<file path="config.mk">
export PLATFORM = sky130hd
export DESIGN_NAME = lgs_front
export DESIGN_NICKNAME = d
export VERILOG_FILES = /design/src/hw/rtl/lgs_pkg.sv /design/src/hw/rtl/lgs_front.sv
export SDC_FILE = /design/constraint.sdc
export NUM_CORES = 1
export LEC_CHECK = 0
export BUFFER_PORTS_ARGS = -buffer_cell sky130_fd_sc_hd__clkbuf_2
export CORE_MARGIN = 5
export CORE_UTILIZATION = 44
export DETAILED_ROUTE_END_ITERATION = 16
export PLACE_DENSITY = 0.82
export SYNTH_ARGS = -nofsm -noshare
export SYNTH_HDL_FRONTEND = slang
export SYNTH_SLANG_ARGS = --single-unit
</file>
<file path="constraint.sdc">
create_clock -name clock -period 3.8 [get_ports clock]
set_input_delay 0.57 -clock clock [delete_from_list [all_inputs] [get_ports clock]]
set_output_delay 0.57 -clock clock [all_outputs]
set_load 0.1 [all_outputs]
</file>
<file path="src/hw/rtl/lgs_pkg.sv">
// shared types, codes and constants of the life generation step block
// no dependencies; every other file refers to it by scoped names
package lgs_pkg;

   // fixed field widths
   localparam int CFG_W     = 7;
   localparam int FUNC_W    = 2;
   localparam int COL_W     = 6;
   localparam int ROW_W     = 6;
   localparam int CSR_IDX_W = 1;

   // rows that a request can address
   localparam int FIELD_ROWS = 1 << ROW_W;

   // parameter defaults
   localparam int DEF_MAX_COLS = 64;
   localparam int DEF_MAX_ROWS = 64;

   // register reset values
   localparam logic [CFG_W-1:0] GRID_WIDTH_RST  = 7'd64;
   localparam logic [CFG_W-1:0] GRID_HEIGHT_RST = 7'd64;

   // neighbor counts of the b3/s23 rule
   localparam logic [3:0] NBR_BIRTH   = 4'd3;
   localparam logic [3:0] NBR_SURVIVE = 4'd2;

   // request queue between front and back
   localparam int Q_DEPTH = 2;

   // register indexes
   typedef enum logic [CSR_IDX_W-1:0] {
      REG_GRID_WIDTH  = 1'b0,
      REG_GRID_HEIGHT = 1'b1
   } reg_idx_type;

   // operation codes, equal to the func field encoding
   typedef enum logic [FUNC_W-1:0] {
      OP_WRITE = 2'd0,
      OP_STEP  = 2'd1,
      OP_READ  = 2'd2,
      OP_NOP   = 2'd3
   } op_type;

   // back end sequencer states
   typedef enum logic [1:0] {
      BK_CLEAR,
      BK_IDLE,
      BK_ACCESS,
      BK_STEP
   } back_state_type;

   // classified request as it travels through the queue
   typedef struct packed {
      op_type           op;
      logic             in_area;
      logic [COL_W-1:0] col;
      logic [ROW_W-1:0] row;
      logic             cell_val;
   } entry_type;

   // grid dimensions in use
   typedef struct packed {
      logic [CFG_W-1:0] width;
      logic [CFG_W-1:0] height;
   } dims_type;

   // clamp a dimension register to 1..limit
   function automatic logic [CFG_W-1:0] sat_dim(input logic [CFG_W-1:0] raw,
                                                input int limit);
      logic [CFG_W-1:0] res;
      res = raw;
      if (raw == '0) begin
         res = CFG_W'(1);
      end else if (int'(raw) > limit) begin
         res = CFG_W'(limit);
      end
      return res;
   endfunction

endpackage

</file>
<file path="src/hw/rtl/lgs_front.sv">
// front end: takes requests, classifies operation and bounds, feeds the queue
// depends on lgs_pkg for op codes, entry and dimension types
module lgs_front (
   input  logic                      clock,
   input  logic                      reset,
   input  logic                      start,
   output logic                      busy,
   input  logic [lgs_pkg::FUNC_W-1:0] req_func,
   input  logic [lgs_pkg::COL_W-1:0]  req_col,
   input  logic [lgs_pkg::ROW_W-1:0]  req_row,
   input  logic                      req_cell_in,
   input  lgs_pkg::dims_type         dims,
   input  logic                      clearing,
   input  logic                      q_full,
   output logic                      push,
   output lgs_pkg::entry_type        push_entry
);

   logic               front_valid_ff, front_valid_in;
   lgs_pkg::entry_type entry_ff, entry_in;
   lgs_pkg::entry_type classified;
   logic               accept;

   // handshake
   assign busy   = clearing || (front_valid_ff && q_full);
   assign accept = start && !busy;
   assign push   = front_valid_ff && !q_full;
   assign push_entry = entry_ff;

   // classify the request
   always_comb begin
      classified.col      = req_col;
      classified.row      = req_row;
      classified.cell_val = req_cell_in;
      classified.in_area  = (lgs_pkg::CFG_W'(req_col) < dims.width) &&
                            (lgs_pkg::CFG_W'(req_row) < dims.height);
      unique case (lgs_pkg::op_type'(req_func))
         lgs_pkg::OP_WRITE: classified.op = lgs_pkg::OP_WRITE;
         lgs_pkg::OP_STEP:  classified.op = lgs_pkg::OP_STEP;
         lgs_pkg::OP_READ:  classified.op = lgs_pkg::OP_READ;
         default:           classified.op = lgs_pkg::OP_NOP;
      endcase
   end

   // front stage next value
   always_comb begin
      front_valid_in = front_valid_ff;
      entry_in       = entry_ff;
      if (accept) begin
         front_valid_in = 1'b1;
         entry_in       = classified;
      end else if (push) begin
         front_valid_in = 1'b0;
      end
   end

   always_ff @(posedge clock) begin
      if (reset) begin
         front_valid_ff <= 1'b0;
      end else begin
         front_valid_ff <= front_valid_in;
      end
   end

   always_ff @(posedge clock) begin
      entry_ff <= entry_in;
   end

endmodule

</file>
# After elaboration in Yosys (flattened, before gate mapping)
# Cells that the tools add are included.
dict set report classes {
  addsub 0
  mul 0
  n_div 0
  order_cmp 2
  eq_ne 2
  n_shift 0
  muxes 3
  bitwise_logic 0
  reduce_logical 9
}
# op count
set op_table {}
lappend op_table {{6-bit by 7-bit less-than comparator with 1-bit output} 2}
lappend op_table {{2-bit case mux with 3 select lines} 1}
lappend op_table {{1-bit logical AND} 4}
lappend op_table {{2-bit by 1-bit == test with 1-bit output (second input constant)} 1}
lappend op_table {{2-bit == test (second input constant)} 1}
lappend op_table {{1-bit logical NOT} 2}
lappend op_table {{2-bit logical NOT} 1}
lappend op_table {{1-bit 2-to-1 mux} 2}
lappend op_table {{2-bit nonzero test} 1}
lappend op_table {{1-bit logical OR} 1}
dict set report totals {
  register_bits 17
  latchBits 0
  ram_bits 0
  romBits 0
  output_inout_bits 18
  n_memories 0
}

# Logic depth before layout (Yosys ltp)
dict set report depth {
  word_depth 5
  mapped_depth 6
}

# Least setup slack after synthesis
# No wires, ideal clock.
dict set report synth_path {
  path_type {input to register}
  from {input clearing}
  to {register entry_ff, in the netlist push_entry[0] (enable)}
  setup_time_ns 0.389
  t_arrival_ns 2.177
  required_ns 3.411
  slack_ns 1.234
  cell_stages 2
  n_path_buf 0
  path_cell_list {nand2b_1 -> nor2_1}
}
dict set report synth_via {
  elab_chain_len 3
}
# item line
set synth_rtl {}
lappend synth_rtl {{start, declared} lgs_front.sv:13} ;# input logic clearing,
lappend synth_rtl {{1-bit logical OR} lgs_front.sv:25} ;# assign busy = clearing || (front_valid_ff && q_full);
lappend synth_rtl {{1-bit logical NOT} lgs_front.sv:26} ;# assign accept = start && !busy;
lappend synth_rtl {{1-bit logical AND} lgs_front.sv:26}
lappend synth_rtl {{net accept} lgs_front.sv:22} ;# logic accept;
lappend synth_rtl {{end signal, assigned} lgs_front.sv:66} ;# entry_ff <= entry_in;
lappend synth_rtl {{end, declared} lgs_front.sv:20} ;# lgs_pkg::entry_type entry_ff, entry_in;
# The timed path passes the listed nets, and every way through them passes these cells.
# A chain may end at the register's enable or synchronous reset.

# Final worst setup path
dict set report layout_path {
  from {input q_full}
  to {output busy}
}
dict set report layout_via {
  elab_chain_len 2
}
# item line
set layout_rtl {}
lappend layout_rtl {{start, declared} lgs_front.sv:14} ;# input logic q_full,
lappend layout_rtl {{1-bit logical AND} lgs_front.sv:25}
lappend layout_rtl {{1-bit logical OR} lgs_front.sv:25}
lappend layout_rtl {{end, declared} lgs_front.sv:7} ;# output logic busy,
# Every way passes these cells.

==> results.cfg <==
[die]
rows = 15
dieArea_sq_um = 2868
fp.dieW_um = 53.55
start_util_pct = 47.30
fp.coreArea_sq_um = 1764
pin_count = 52
dieHeight_um = 53.55

[routing]
ant_nets = 0
via_per_inst = 4.723
post-route-drc-count = 0
route.vias.total = 666
dr.pass1.iters = 4
avgRoutedWirePerCell_um = 12.52
first_iter_violations = 4
wirelength_mm = 1.765

[power_and_ir_drop]
vdd.ir_drop.worst_v = 0.0002590
leakage_nw = 0.5872
pwr-share-comb_pct = 27.7
internal_power_w = 0.0002858
switching_share_pct = 33.51
seqPwrFrac_pct = 50.4
powerDensity_nw_per_um2 = 374.2
p_switching_w = 0.0001440
p_clk_share_pct = 21.9

[placed_design]
gp_congestion = 0.6856
dpl.hpwl_mm = 1.558
io_buffers = 51

[worst_setup_path]
crit_fanout = 2
crit_path_end_kind = primary output
crit_arrival_ns = 1.29
crit_family = buffers and inverters
slowest_delay_ns = 0.46
cp_cell_sequence = clkbuf_2 > nand2_1 > nand2b_1 > clkbuf_2
cp_slowest_cell = clkbuf_2
cpMostUsedCell = clkbuf_2
path_class = in2out
cp-start-kind = primary input
cp_num_buf_inv = 2
worstPathRequired_ns = 3.23

[synthesis]
synth_mux_area_share_pct = 0
syn_inst = 62
yosysWarnings = 0
yosys.area.top_type = edfxtp_1
synthAdderAreaFrac_pct = 14.99
synth_top_area_share_pct = 57.57
synth_area_leaders = edfxtp_1, ha_1, inv_1
synth_compound_area_share_pct = 7.946
ys_seq_area_share_pct = 59.97
avgSynthCellArea_sq_um = 13.46
ys_types = 17
synth-simple-area-share_pct = 11.24
synthXorXnorAreaFrac_pct = 0
syn_area_sq_um = 834.6
synth-seq-cells = 17
synthesis.nets = 106
synth_top_family_by_area = adder cells

[global_routing]
grt_antenna_before_repair = 0
grt_overflow = 0
grt_util_all_layers_pct = 13.39
grt_max_degree = 17
grt_pass1_wl_mm = 2.732
grt_pass1_vias = 680

[finish]
final_common_cell = clkbuf_2
areaGrowthSynthToFinish_pct = 37.63
nNetsFinal = 161
layout_common_cells = clkbuf_2, edfxtp_1, inv_1
nFillCells = 160
layout-drive-gt1-share_pct = 52.59
utilization_pct = 65.11
n_antenna_cell = 0

[cts]
postCtsSetupBuffers = 0
cts_buffers = 3
worstSkewPairLatency_ns = 0.28
path_clk_slew_ns = 0.10
clock_sinks = 17
cts_buffer_depth = 2
h-tree-depth = 1
holdBufCountCts = 0
root_buffer = clkbuf_4
cts.repair.resized = 0
cts_tree = built

[min_path]
min_path_type = in2reg

[timing]
finalSetupTns_ns = 0
period_needed_ns = 1.865
rsz0062_at_grt = no
worst_pin_slew_ns = 0.5605
setup_viol = 0
hold_viol = 0
slew_violations = 0
fin_skew_ns = 0.0009720
fmax_ghz = 0.5363
finalCritPeriodShare_pct = 49.07
slew-limit-headroom_pct = 62.79

[run]
maxCapViolations = 0

[run_status]
outcome = finished, final reports clean
-- routing by layer --
metal  up-vias  GRT usage (%)  routed length [um]  share of wire, %
met5         -              0                   0                 0
met4         0          6.383                  22               1.2
met3         2          2.493                 155               8.8
met2        28          25.71                 969                55
met1       305          13.71                 618                35
li1        331              -                   -                 -
-- flip-flops by register name (all words and copies together) (netlist names) --
register,cells
front_valid_ff,1
push_entry,16
-- path summary, 6_finish.rpt --
path / slack [ns] / cells after the start / end / start
setup / recovery: 1.94 / 4 / busy / q_full
hold reg to reg: 0.49 / 2 / front_valid_ff / front_valid_ff
hold / removal: 0.42 / 2 / front_valid_ff / reset
setup reg to reg: 2.66 / 4 / push_entry[5] / front_valid_ff
-- synth_stat cells --
| library cell | n |
|---|---|
| nor3_2 | 1 |
| a211oi_2 | 2 |
| dfxtp_1 | 1 |
| nor2_1 | 1 |
| o22ai_1 | 1 |
| nand3_1 | 2 |
| edfxtp_1 | 16 |
| nand2_1 | 1 |
| clkbuf_1 | 2 |
| inv_1 | 11 |
| and4b_1 | 2 |
| a21oi_1 | 5 |
| o21ai_0 | 2 |
| nand2b_4 | 2 |
| nor2b_1 | 1 |
| ha_1 | 10 |
| nand2b_1 | 2 |
-- stage by stage --
stage / total power [W] / area, sq um / hold WS [ns] / std cells / worst slack [ns]
5_1_grt: 0.0004515 / 1149 / 0.4167 / 141 / 1.892
2_1_floorplan: 0.0003084 / 834.6 / 0.4443 / 62 / 1.234
4_1_cts: 0.0004357 / 1149 / 0.4140 / 141 / 1.934
3_5_place_dp: 0.0003410 / 1121 / 0.4717 / 137 / 1.933
3_3_place_gp: 0.0003369 / 1121 / 0.4576 / 137 / 1.981
6_report: 0.0004298 / 1149 / 0.4234 / 141 / 1.935
-- worst reg2reg max path, stage by stage (launching register included) --
cell and delay, ns:
dfxtp_1 0.32, nand2_1 0.08, nand2b_1 0.08, nor2_1 0.12, buf_4 0.26
-- power by group through the flow --
stage               clock network, W  registers (W)  logic (W)
finish                     0.0000943       0.000217   0.000119
detailed placement                 0       0.000221   0.000120
global placement                   0       0.000221   0.000116
global route                0.000107       0.000217   0.000127
floorplan                          0       0.000274  0.0000339
CTS                        0.0000987       0.000217   0.000120
-- cells by family after synthesis --
| family | Yosys count |
|---|---|
| compound gates | 10 |
| fa+ha+maj | 10 |
| buf+inv | 13 |
| flops | 17 |
| simple gates | 12 |
-- area by class of cell --
class	count	area [sq um]	share of cell area, %
Multi-Input combinational cell	32	285.3	24.84
Sequential cell	17	500.5	43.57
Clock buffer	3	22.52	1.961
Inverter	11	41.29	3.595
Clock inverter	1	5.005	0.4357
Timing Repair Buffer	52	262.8	22.88
Tap cell	25	31.28	2.723
Power figures use the tool's default switching activity.
