**config.mk**
```make
export PLATFORM = sky130hd
export DESIGN_NAME = lgs_queue
export DESIGN_NICKNAME = d
export VERILOG_FILES = /design/src/hw/rtl/lgs_pkg.sv /design/src/hw/rtl/lgs_queue.sv
export SDC_FILE = /design/constraint.sdc
export NUM_CORES = 1
export LEC_CHECK = 0
export BUFFER_PORTS_ARGS = -buffer_cell sky130_fd_sc_hd__buf_4
export CAP_MARGIN = 20
export CORE_ASPECT_RATIO = 1.25
export CORE_MARGIN = 2
export CORE_UTILIZATION = 42
export DETAILED_ROUTE_END_ITERATION = 8
export PLACE_DENSITY = 0.71
export SYNTH_ARGS = -nofsm -noshare
export SYNTH_HDL_FRONTEND = slang
export SYNTH_SLANG_ARGS = --single-unit
```
**constraint.sdc**
```tcl
create_clock -name clock -period 1.4 [get_ports clock]
set_input_delay 0.07 -clock clock [delete_from_list [all_inputs] [get_ports clock]]
set_output_delay 0.07 -clock clock [all_outputs]
set_load 0.01 [all_outputs]
```
**src/hw/rtl/lgs_pkg.sv**
```systemverilog
// shared types, codes and constants of the life generation step block
// no dependencies; every other file refers to it by scoped names
package lgs_pkg;

   // fixed field widths
   localparam int CFG_W     = 7;
   localparam int FUNC_W    = 2;
   localparam int COL_W     = 6;
   localparam int ROW_W     = 6;
   localparam int CSR_IDX_W = 1;

   // rows that a request can address
   localparam int FIELD_ROWS = 1 << ROW_W;

   // parameter defaults
   localparam int DEF_MAX_COLS = 64;
   localparam int DEF_MAX_ROWS = 64;

   // register reset values
   localparam logic [CFG_W-1:0] GRID_WIDTH_RST  = 7'd64;
   localparam logic [CFG_W-1:0] GRID_HEIGHT_RST = 7'd64;

   // neighbor counts of the b3/s23 rule
   localparam logic [3:0] NBR_BIRTH   = 4'd3;
   localparam logic [3:0] NBR_SURVIVE = 4'd2;

   // request queue between front and back
   localparam int Q_DEPTH = 2;

   // register indexes
   typedef enum logic [CSR_IDX_W-1:0] {
      REG_GRID_WIDTH  = 1'b0,
      REG_GRID_HEIGHT = 1'b1
   } reg_idx_type;

   // operation codes, equal to the func field encoding
   typedef enum logic [FUNC_W-1:0] {
      OP_WRITE = 2'd0,
      OP_STEP  = 2'd1,
      OP_READ  = 2'd2,
      OP_NOP   = 2'd3
   } op_type;

   // back end sequencer states
   typedef enum logic [1:0] {
      BK_CLEAR,
      BK_IDLE,
      BK_ACCESS,
      BK_STEP
   } back_state_type;

   // classified request as it travels through the queue
   typedef struct packed {
      op_type           op;
      logic             in_area;
      logic [COL_W-1:0] col;
      logic [ROW_W-1:0] row;
      logic             cell_val;
   } entry_type;

   // grid dimensions in use
   typedef struct packed {
      logic [CFG_W-1:0] width;
      logic [CFG_W-1:0] height;
   } dims_type;

   // clamp a dimension register to 1..limit
   function automatic logic [CFG_W-1:0] sat_dim(input logic [CFG_W-1:0] raw,
                                                input int limit);
      logic [CFG_W-1:0] res;
      res = raw;
      if (raw == '0) begin
         res = CFG_W'(1);
      end else if (int'(raw) > limit) begin
         res = CFG_W'(limit);
      end
      return res;
   endfunction

endpackage

```
**src/hw/rtl/lgs_queue.sv**
```systemverilog
// short request queue between the front end and the back end
// depends on lgs_pkg for the entry type and depth
module lgs_queue (
   input  logic               clock,
   input  logic               reset,
   input  logic               push,
   input  lgs_pkg::entry_type push_entry,
   output logic               full,
   input  logic               pop,
   output lgs_pkg::entry_type pop_entry,
   output logic               empty
);

   localparam int QA = (lgs_pkg::Q_DEPTH > 1) ? $clog2(lgs_pkg::Q_DEPTH) : 1;

   lgs_pkg::entry_type entries_ff [lgs_pkg::Q_DEPTH];
   logic [QA-1:0] wr_ptr_ff, wr_ptr_in;
   logic [QA-1:0] rd_ptr_ff, rd_ptr_in;
   logic [QA:0]   count_ff, count_in;
   logic          do_push, do_pop;

   // status
   assign full      = (count_ff == (QA+1)'(lgs_pkg::Q_DEPTH));
   assign empty     = (count_ff == '0);
   assign do_push   = push && !full;
   assign do_pop    = pop && !empty;
   assign pop_entry = entries_ff[rd_ptr_ff];

   // pointer and count update
   always_comb begin
      wr_ptr_in = wr_ptr_ff;
      rd_ptr_in = rd_ptr_ff;
      count_in  = count_ff;
      if (do_push) begin
         wr_ptr_in = (wr_ptr_ff == QA'(lgs_pkg::Q_DEPTH-1)) ? '0 : wr_ptr_ff + QA'(1);
      end
      if (do_pop) begin
         rd_ptr_in = (rd_ptr_ff == QA'(lgs_pkg::Q_DEPTH-1)) ? '0 : rd_ptr_ff + QA'(1);
      end
      if (do_push && !do_pop) begin
         count_in = count_ff + (QA+1)'(1);
      end else if (do_pop && !do_push) begin
         count_in = count_ff - (QA+1)'(1);
      end
   end

   // control registers
   always_ff @(posedge clock) begin
      if (reset) begin
         wr_ptr_ff <= '0;
         rd_ptr_ff <= '0;
         count_ff  <= '0;
      end else begin
         wr_ptr_ff <= wr_ptr_in;
         rd_ptr_ff <= rd_ptr_in;
         count_ff  <= count_in;
      end
   end

   // entry storage
   always_ff @(posedge clock) begin
      if (do_push) begin
         entries_ff[wr_ptr_ff] <= push_entry;
      end
   end

endmodule

```
---- Yosys cells after proc, flatten, opt, wreduce, memory -nomap -nowiden ----
Memory sizes are Yosys's and may differ from the RTL's. A register that Yosys moved wholly into a read port is not among the register bits.
Cells that the tools add are included.
word-level totals
  register bits ........................... 4
  RAM bits ................................ 32
  input bits .............................. 20
  output and inout port bits .............. 18
  word-level logic and storage cells ...... 27
  memories kept ........................... 1
memories
  memory      words  width  read ports  clocked after memory_dff  write ports  RTL line         RTL
  entries_ff  2      16     1           1                         1            lgs_queue.sv:16  lgs_pkg::entry_type entries_ff [lgs_pkg::Q_DEPTH];
cells by class
  add/sub/neg operators ................... 4
  equality and inequality tests ........... 1
  mux-type cells .......................... 8
  reduce and logical (&&, ||, !) cells .... 10
operators by type and width
  kind                                              number
  two-way mux 1 bit                                 6
  logical AND 1 bit                                 4
  zero test 1 bit                                   4
  two-way mux 2 bit                                 2
  adder 1 bit, second input constant                2
  adder 2 x 1 -> 2 bit, second input constant       1
  == test 2 bit, second input constant              1
  zero test 2 bit                                   1
  nonzero test 2 bit                                1
  subtractor 2 x 1 -> 2 bit, second input constant  1

---- Logic depth before layout (Yosys ltp) ----
Gate-level depths: netlist (run 1).
  depth in word-level cells ............... 7
  mapped depth ............................ 6
  gate-level depth less buffers ........... 6

---- Worst setup path after synthesis (run 1) ----
OpenSTA, ideal clock, no wires.
  kind .................................... register to register
  start point ............................. reg count_ff[1]
  end point ............................... mem entries_ff[0][0] (netlist bit), enable pin
  library setup time ...................... 364 ps
  arrival ................................. 1156 ps
  required time ........................... 1036 ps
  path slack .............................. -119 ps
  cell stages (with the launch flop) ...... 4
  buffers on the path ..................... 0
  period minus slack after synthesis ...... 1519 ps
  path through ............................ dfxtp_1 > nor2b_2 > or3_1 > inv_1
between the ends
  longest elaborated chain between the ends .. 5
RTL lines
  item                                     RTL line         RTL
  start: declaration                       lgs_queue.sv:19  logic [QA:0] count_ff, count_in;
  start signal: assignment                 lgs_queue.sv:56  count_ff <= count_in;
  == test 2 bit                            lgs_queue.sv:23  assign full = (count_ff == (QA+1)'(lgs_pkg::Q_DEPTH));
  named net full                           lgs_queue.sv:8   output logic full,
  zero test 1 bit                          lgs_queue.sv:25  assign do_push = push && !full;
  logical AND 1 bit                        lgs_queue.sv:25
  two-way mux 1 bit                        lgs_queue.sv:62  if (do_push) begin
  two-way mux 1 bit (not written as such)  lgs_queue.sv:63  entries_ff[wr_ptr_ff] <= push_entry;
  end: declaration                         lgs_queue.sv:16
The timed path passes the listed nets, and every way through them passes these cells.

---- Final worst setup path (run 1) ----
  start point ............................. reg count_ff[0]
  end point ............................... reg count_ff[1]
between the ends
  longest elaborated chain between the ends .. 6
  elaborated cells between the ends (all ways) .. 15
  those cells by class .................... add/sub (2); eq/ne (1); mux (2); reduce/logical (10)
RTL lines
  item                                                               RTL line
  == test 2 bit or zero test 2 bit (tied branches)                   lgs_queue.sv:23, lgs_queue.sv:24
  zero test 1 bit (on tied branches)                                 lgs_queue.sv:25, lgs_queue.sv:26
  logical AND 1 bit (on tied branches)                               lgs_queue.sv:25, lgs_queue.sv:26
  zero test 1 bit (on tied branches)                                 lgs_queue.sv:42, lgs_queue.sv:40
  logical AND 1 bit (on tied branches)                               lgs_queue.sv:42, lgs_queue.sv:40
  nonzero test 2 bit (no line) or two-way mux 2 bit (tied branches)  n/a
Several ways; a longest one is shown, not always the timed one. The select of a mux whose other input is x is not followed.
A chain may end at the register's enable or synchronous reset.

==> run summary, run 1 <==
Post-route setup slack: -0.0447 ns
Sequential area share after synthesis: 77.5%
Clk slew on worst S/H paths: 0.06 ns
Yosys top cell area share: 70.2%
DRT Pass-1 Iters: 4
Clock Skew: 0.00380 ns
Fill cell count: 246
Worst Path Max Fanout: 5
Critical path class: reg -> reg
Reg2Reg Launch Point: count_ff[0]
H-tree levels: 2
CP arrival: 1.65 ns
Max-cap violations: 0
Pwr Density: 1640 nW/um^2
Final HPWL DP: 1.60 mm
Starting Density: 43.2%
Total die area: 3730 sq um
Nets@finish: 166
Post-synth top cells: edfxtp_1 (32), mux2_2 (16), dfxtp_1 (5), nor2_1 (5)
Final setup vio count: 1
Hold path startpoint: push
CTS Root Cell: clkbuf_8
Largest cells by area after synthesis: edfxtp_1 (70%), mux2_2 (13%), dfxtp_1 (7.3%), xor2_1 (1.9%), nor2_1 (1.4%)
Total CTS buffers: 5
Total global-route track usage: 14.4%
Final hold vios: 0
Slew HR: 79.2%
Mean Syn Cell Area: 18.3 sq um
Worst hold path type: in -> reg
Number of global-route vias before repair: 855
Final worst-path cycle share: 103%
Min Hold Slack: 0.229 ns
Core Util, Final: 65.7%
CTS tree: built
Core region area: 3170 sq um
# rows: 23
Final cell area excluding filler cells: 2080 sq um
Antenna violations before repair: 0
Peak VDD IR: 1.42 mV
Count leader, synth: edfxtp_1
Achievable Freq: 692 MHz
Clock Sinks: 37
Max clock buf depth: 2
Post-Place Setup Slack: -0.0685 ns
Worst-Margin Slew: 0.310 ns
Dpl cell area: 1740 sq um
Final GP Congestion: 0.628
Wire per inst: 13.7 um
Dpl cells: 152
Clock latency on the worst-skew pair: 0.28 ns
Syn Nets: 96
Largest net degree at the start of global routing: 13
Vias per cell: 4.79
Syn. warnings: 0
Post-synth EDFFs: 32
Synth unique cells: 13
Critical path origin: count_ff[0]
Die width: 55.1 um
DRT iter0 DRCs: 19
Post-Syn Area: 1370 sq um
RSZ-0062 raised after global routing: true
Total grt overflow: 0
First-pass GRT wire length: 3.54 mm
Setup crit start kind: register
Leakage: 0.809 nW
CP Data Required Time: 1.61 ns
Ys async rst share: 0%
Main synth FF type: edfxtp_1
DRT Wirelength: 2.52 mm
Antenna cell count: 0
Vias: 877
Post-Synthesis Cells: 75
Tmin final: 1.44 ns
Area growth, synth to finish: 52.0%
Failing checks: negative setup slack
Antenna Violating Nets Remaining: 0
Buffers on Ports: 37
Status: finished, violations left
Max-slew violation count: 0
Die Span Y: 67.8 um
Finished Layout Cells: 183
Worst Setup End Kind: register
Top Ports: 38
Largest area contributor in the netlist: edfxtp_1
Residual DRC: 0
Yosys reg bits: 37
Share of layout cells above drive strength 1: 52.1%
-- area by class of cell --
cell class / instances / area, sq um / area share, %
Clock buffer: 7 / 76.3 / 3.67
Clock inverter: 1 / 3.75 / 0.180
Inverter: 2 / 11.3 / 0.541
Multi-Input combinational cell: 34 / 315 / 15.2
Sequential cell: 37 / 1060 / 51.2
Tap cell: 37 / 46.3 / 2.22
Timing Repair Buffer: 65 / 563 / 27.1
-- stage by stage --
step,power (mW),TNS (ns)
global placement,2.48,-0.518
floorplan,2.05,-0.000454
global route,3.61,-0.509
detailed placement,2.53,-1.16
CTS,3.34,-0.0529
finish,3.41,-0.0447
-- layer usage --
metal / part of all wire [%] / vias up / wire length (um) / GRT usage (%)
met5: 0 / - / 0 / 0
met4: 2.0 / 0 / 51 / 7.32
met3: 6.6 / 6 / 166 / 6.55
met2: 52 / 32 / 1310 / 24.3
met1: 39 / 416 / 992 / 14.8
li1: - / 423 / - / -
-- path summary, 6_finish.rpt --
kind	end	slack (ns)	cells after the start
hold / removal	wr_ptr_ff	0.23	4
setup reg to reg	count_ff[1]	-0.04	4
hold reg to reg	wr_ptr_ff	0.51	2
setup / recovery	count_ff[1]	-0.04	4
-- state kept, by name, indices dropped and copies added (netlist names), named ones only --
| name | count |
|---|---|
| entries_ff | 32 |
| count_ff | 2 |
| rd_ptr_ff | 1 |
| wr_ptr_ff | 1 |
-- critical path, cell delays in order (launching register included) --
cell     delay [ns]
dfxtp_2        0.36
o21ai_1        0.28
ha_4           0.26
or3_1          0.35
a21oi_1        0.12
-- timing repair --
action / 4_1_cts / 5_1_grt
setup buffers: 4 / 1
hold endpoints to repair: 37 / 0
resized for setup: 0 / 8
pin swaps: 2 / 2
setup endpoints to repair: 17 / 28
hold buffers: 17 / 0
cloned: 0 / 1
-- where the power goes --
part | internal [mW] | switching, mW | total [mW]
Sequential | 1.40 | 0.0818 | 1.49
Clock | 0.346 | 0.327 | 0.673
Combinational | 0.724 | 0.526 | 1.25
-- cells in the final DEF, fill, tap and decap left out, types with 3 or more instances in the layout --
cell,instances
mux2_2,16
buf_4,44
dfxtp_2,3
clkbuf_8,5
edfxtp_1,32
dlygate4sd3_1,17
xor2_1,3
nor2_1,4
-- kinds of logic (layout without fill, tap and decap cells) --
family / Yosys count / in the layout / synth area share (%)
fa+ha+maj: 1 / 1 / 0.914
xor+xnor: 3 / 3 / 1.92
compound gates: 5 / 5 / 1.83
simple gates: 9 / 9 / 3.38
flops: 37 / 37 / 77.5
buf+inv: 4 / 75 / 1.28
mux: 16 / 16 / 13.2
(Power assumes the default switching activity.)
==> run 2: changes to the inputs <==
--- a/config.mk
+++ b/config.mk
@@ -12,6 +12,7 @@
 export CORE_UTILIZATION = 42
 export DETAILED_ROUTE_END_ITERATION = 8
 export PLACE_DENSITY = 0.71
+export SETUP_SLACK_MARGIN = 0.05
 export SYNTH_ARGS = -nofsm -noshare
 export SYNTH_HDL_FRONTEND = slang
 export SYNTH_SLANG_ARGS = --single-unit
==> run 2 against run 1 <==
The flow still finishes with violations (negative setup slack). Utilization is 3.9 points higher. Count of clock-buffer cells in the layout is 2 lower. Combinational power is 19% higher. Clock power about the same. Hold slack lost 0.033 ns. Cell count shrank 0.55%. Global-route usage grew 1.2 points. Non-clock buffer count is 1 lower. Fmax grew 0.88%. Wire length rose by 12%. Critical endpoint unchanged. Largest cell class unchanged.
==> run summary, run 2 (same netlist as run 1, synthesis figures left out) <==
Nets@finish: 165
Number of global-route vias before repair: 874
Largest register FFs: 32
Total global-route track usage: 15.7%
Most flops, register: entries_ff
Dpl cells: 152
Clock Sinks: 37
CP arrival: 1.65 ns
Slew HR: 78.9%
Clk slew on worst S/H paths: 0.07 ns
DRT Pass-1 Iters: 2
Clock latency on the worst-skew pair: 0.28 ns
R2R Setup Slk: -0.03 ns
Pwr Density: 1660 nW/um^2
Largest delay share family, worst path: compound AO/OA/AOI/OAI gates
First-pass GRT wire length: 3.84 mm
Fill cell count: 211
Critical Path Max Stage Delay: 0.36 ns
Final HPWL DP: 1.62 mm
Max-slew violation count: 0
Leakage: 0.877 nW
H-tree levels: 2
Final setup vio count: 1
Buffers on Ports: 37
Area growth, synth to finish: 61.1%
DRT iter0 DRCs: 27
Max-cap violations: 0
Min Hold Slack: 0.196 ns
Finished Layout Cells: 182
Core Util, Final: 69.6%
Residual DRC: 0
Antenna Violating Nets Remaining: 0
Total grt overflow: 0
Share of layout cells above drive strength 1: 54.5%
Buf/Inv on CP: 0
Reg2Reg Launch Point: count_ff[1]
Die Span Y: 67.8 um
Vias: 873
Status: finished, violations left
Most frequent cells in the layout: edfxtp_1 (32), buf_4 (30), dlygate4sd3_1 (17), mux2_4 (13), buf_6 (13)
Top Ports: 38
Worst hold path type: in -> reg
Clock Skew: 0.00356 ns
Achievable Freq: 698 MHz
Die width: 55.1 um
Largest regs: entries_ff x32, count_ff x2
CTS Root Cell: clkbuf_8
Critical path class: reg -> reg
Hold path startpoint: push
Slowest CP cell: or3_1
RSZ-0062 raised after global routing: true
Max clock buf depth: 2
Total power: 3.67 mW
Antenna cell count: 0
Dpl cell area: 1760 sq um
Post-route setup slack: -0.0320 ns
Final worst-path cycle share: 102%
Failing checks: negative setup slack
Final hold vios: 0
Peak VDD IR: 1.27 mV
Worst Setup End Kind: register
Final GP Congestion: 0.661
Antenna violations before repair: 0
DRT Wirelength: 2.81 mm
CTS tree: built
Tmin final: 1.43 ns
Worst Path Max Fanout: 5
Wire per inst: 15.4 um
Starting Density: 43.2%
Worst-Margin Slew: 0.314 ns
Critical path origin: count_ff[1]
Core region area: 3170 sq um
Largest net degree at the start of global routing: 17
Crit-path cells: o21ai_1 > ha_4 > or3_1 > a21oi_2
Most common cell after layout, fill and taps aside: edfxtp_1
Vias per cell: 4.80
CP Data Required Time: 1.62 ns
Total die area: 3730 sq um
Setup crit start kind: register
Total CTS buffers: 5
# rows: 23
Final cell area excluding filler cells: 2200 sq um
[run 2: path summary, 6_finish.rpt]
kind / endpoint / cells after the start
setup / recovery: count_ff[1] / 4
hold / removal: wr_ptr_ff / 4
setup reg to reg: count_ff[1] / 4
hold reg to reg: wr_ptr_ff / 2
[run 2: final cells by class]
| class | instances | area, sq um | area share [%] |
|---|---|---|---|
| clock buffers | 5 | 68.8 | 3.12 |
| clock inverters | 3 | 12.5 | 0.568 |
| inverters | 2 | 11.3 | 0.511 |
| well taps | 37 | 46.3 | 2.10 |
| flip-flops and latches | 37 | 1070 | 48.4 |
| repair buffers | 64 | 627 | 28.4 |
| multi-input cells | 34 | 372 | 16.9 |
[run 2: per-layer routing]
metal / global-route usage [%] / routed length, um
met4: 7.32 / 46
met5: 0 / 0
met2: 25.7 / 1550
met1: 16.9 / 1060
met3: 7.21 / 149
[run 2: stage by stage]
stage / setup TNS, ns / setup WS (ns)
detailed placement: -0.899 / -0.0540
global route: -0.462 / -0.0732
floorplan: 0 / 0.00869
global placement: -0.364 / -0.0231
CTS: -0.0211 / -0.0211
finish: -0.0320 / -0.0320
[run 2: power by group]
group          internal, mW  total, mW  leakage, nW  switching [mW]
clock network         0.334      0.674       0.0430           0.340
registers              1.41       1.51        0.341          0.0960
logic                 0.911       1.49        0.492           0.577
[run 2: worst reg2reg max path, delay by kind of cell (launching register included)]
family	cells	cell delay, ns
AO/OA/AOI/OAI	2	0.41
adder cells (fa/ha/maj)	1	0.26
flip-flops	1	0.34
AND/OR/NAND/NOR	1	0.36
[run 2: what timing repair did]
item | CTS | global route
hold endpoints to repair | 37 | 0
setup buffers | 4 | 0
setup endpoints to repair | 31 | 31
pin swaps | 2 | 1
cloned | 0 | 1
hold buffers | 17 | 0
resized for setup | 26 | 7
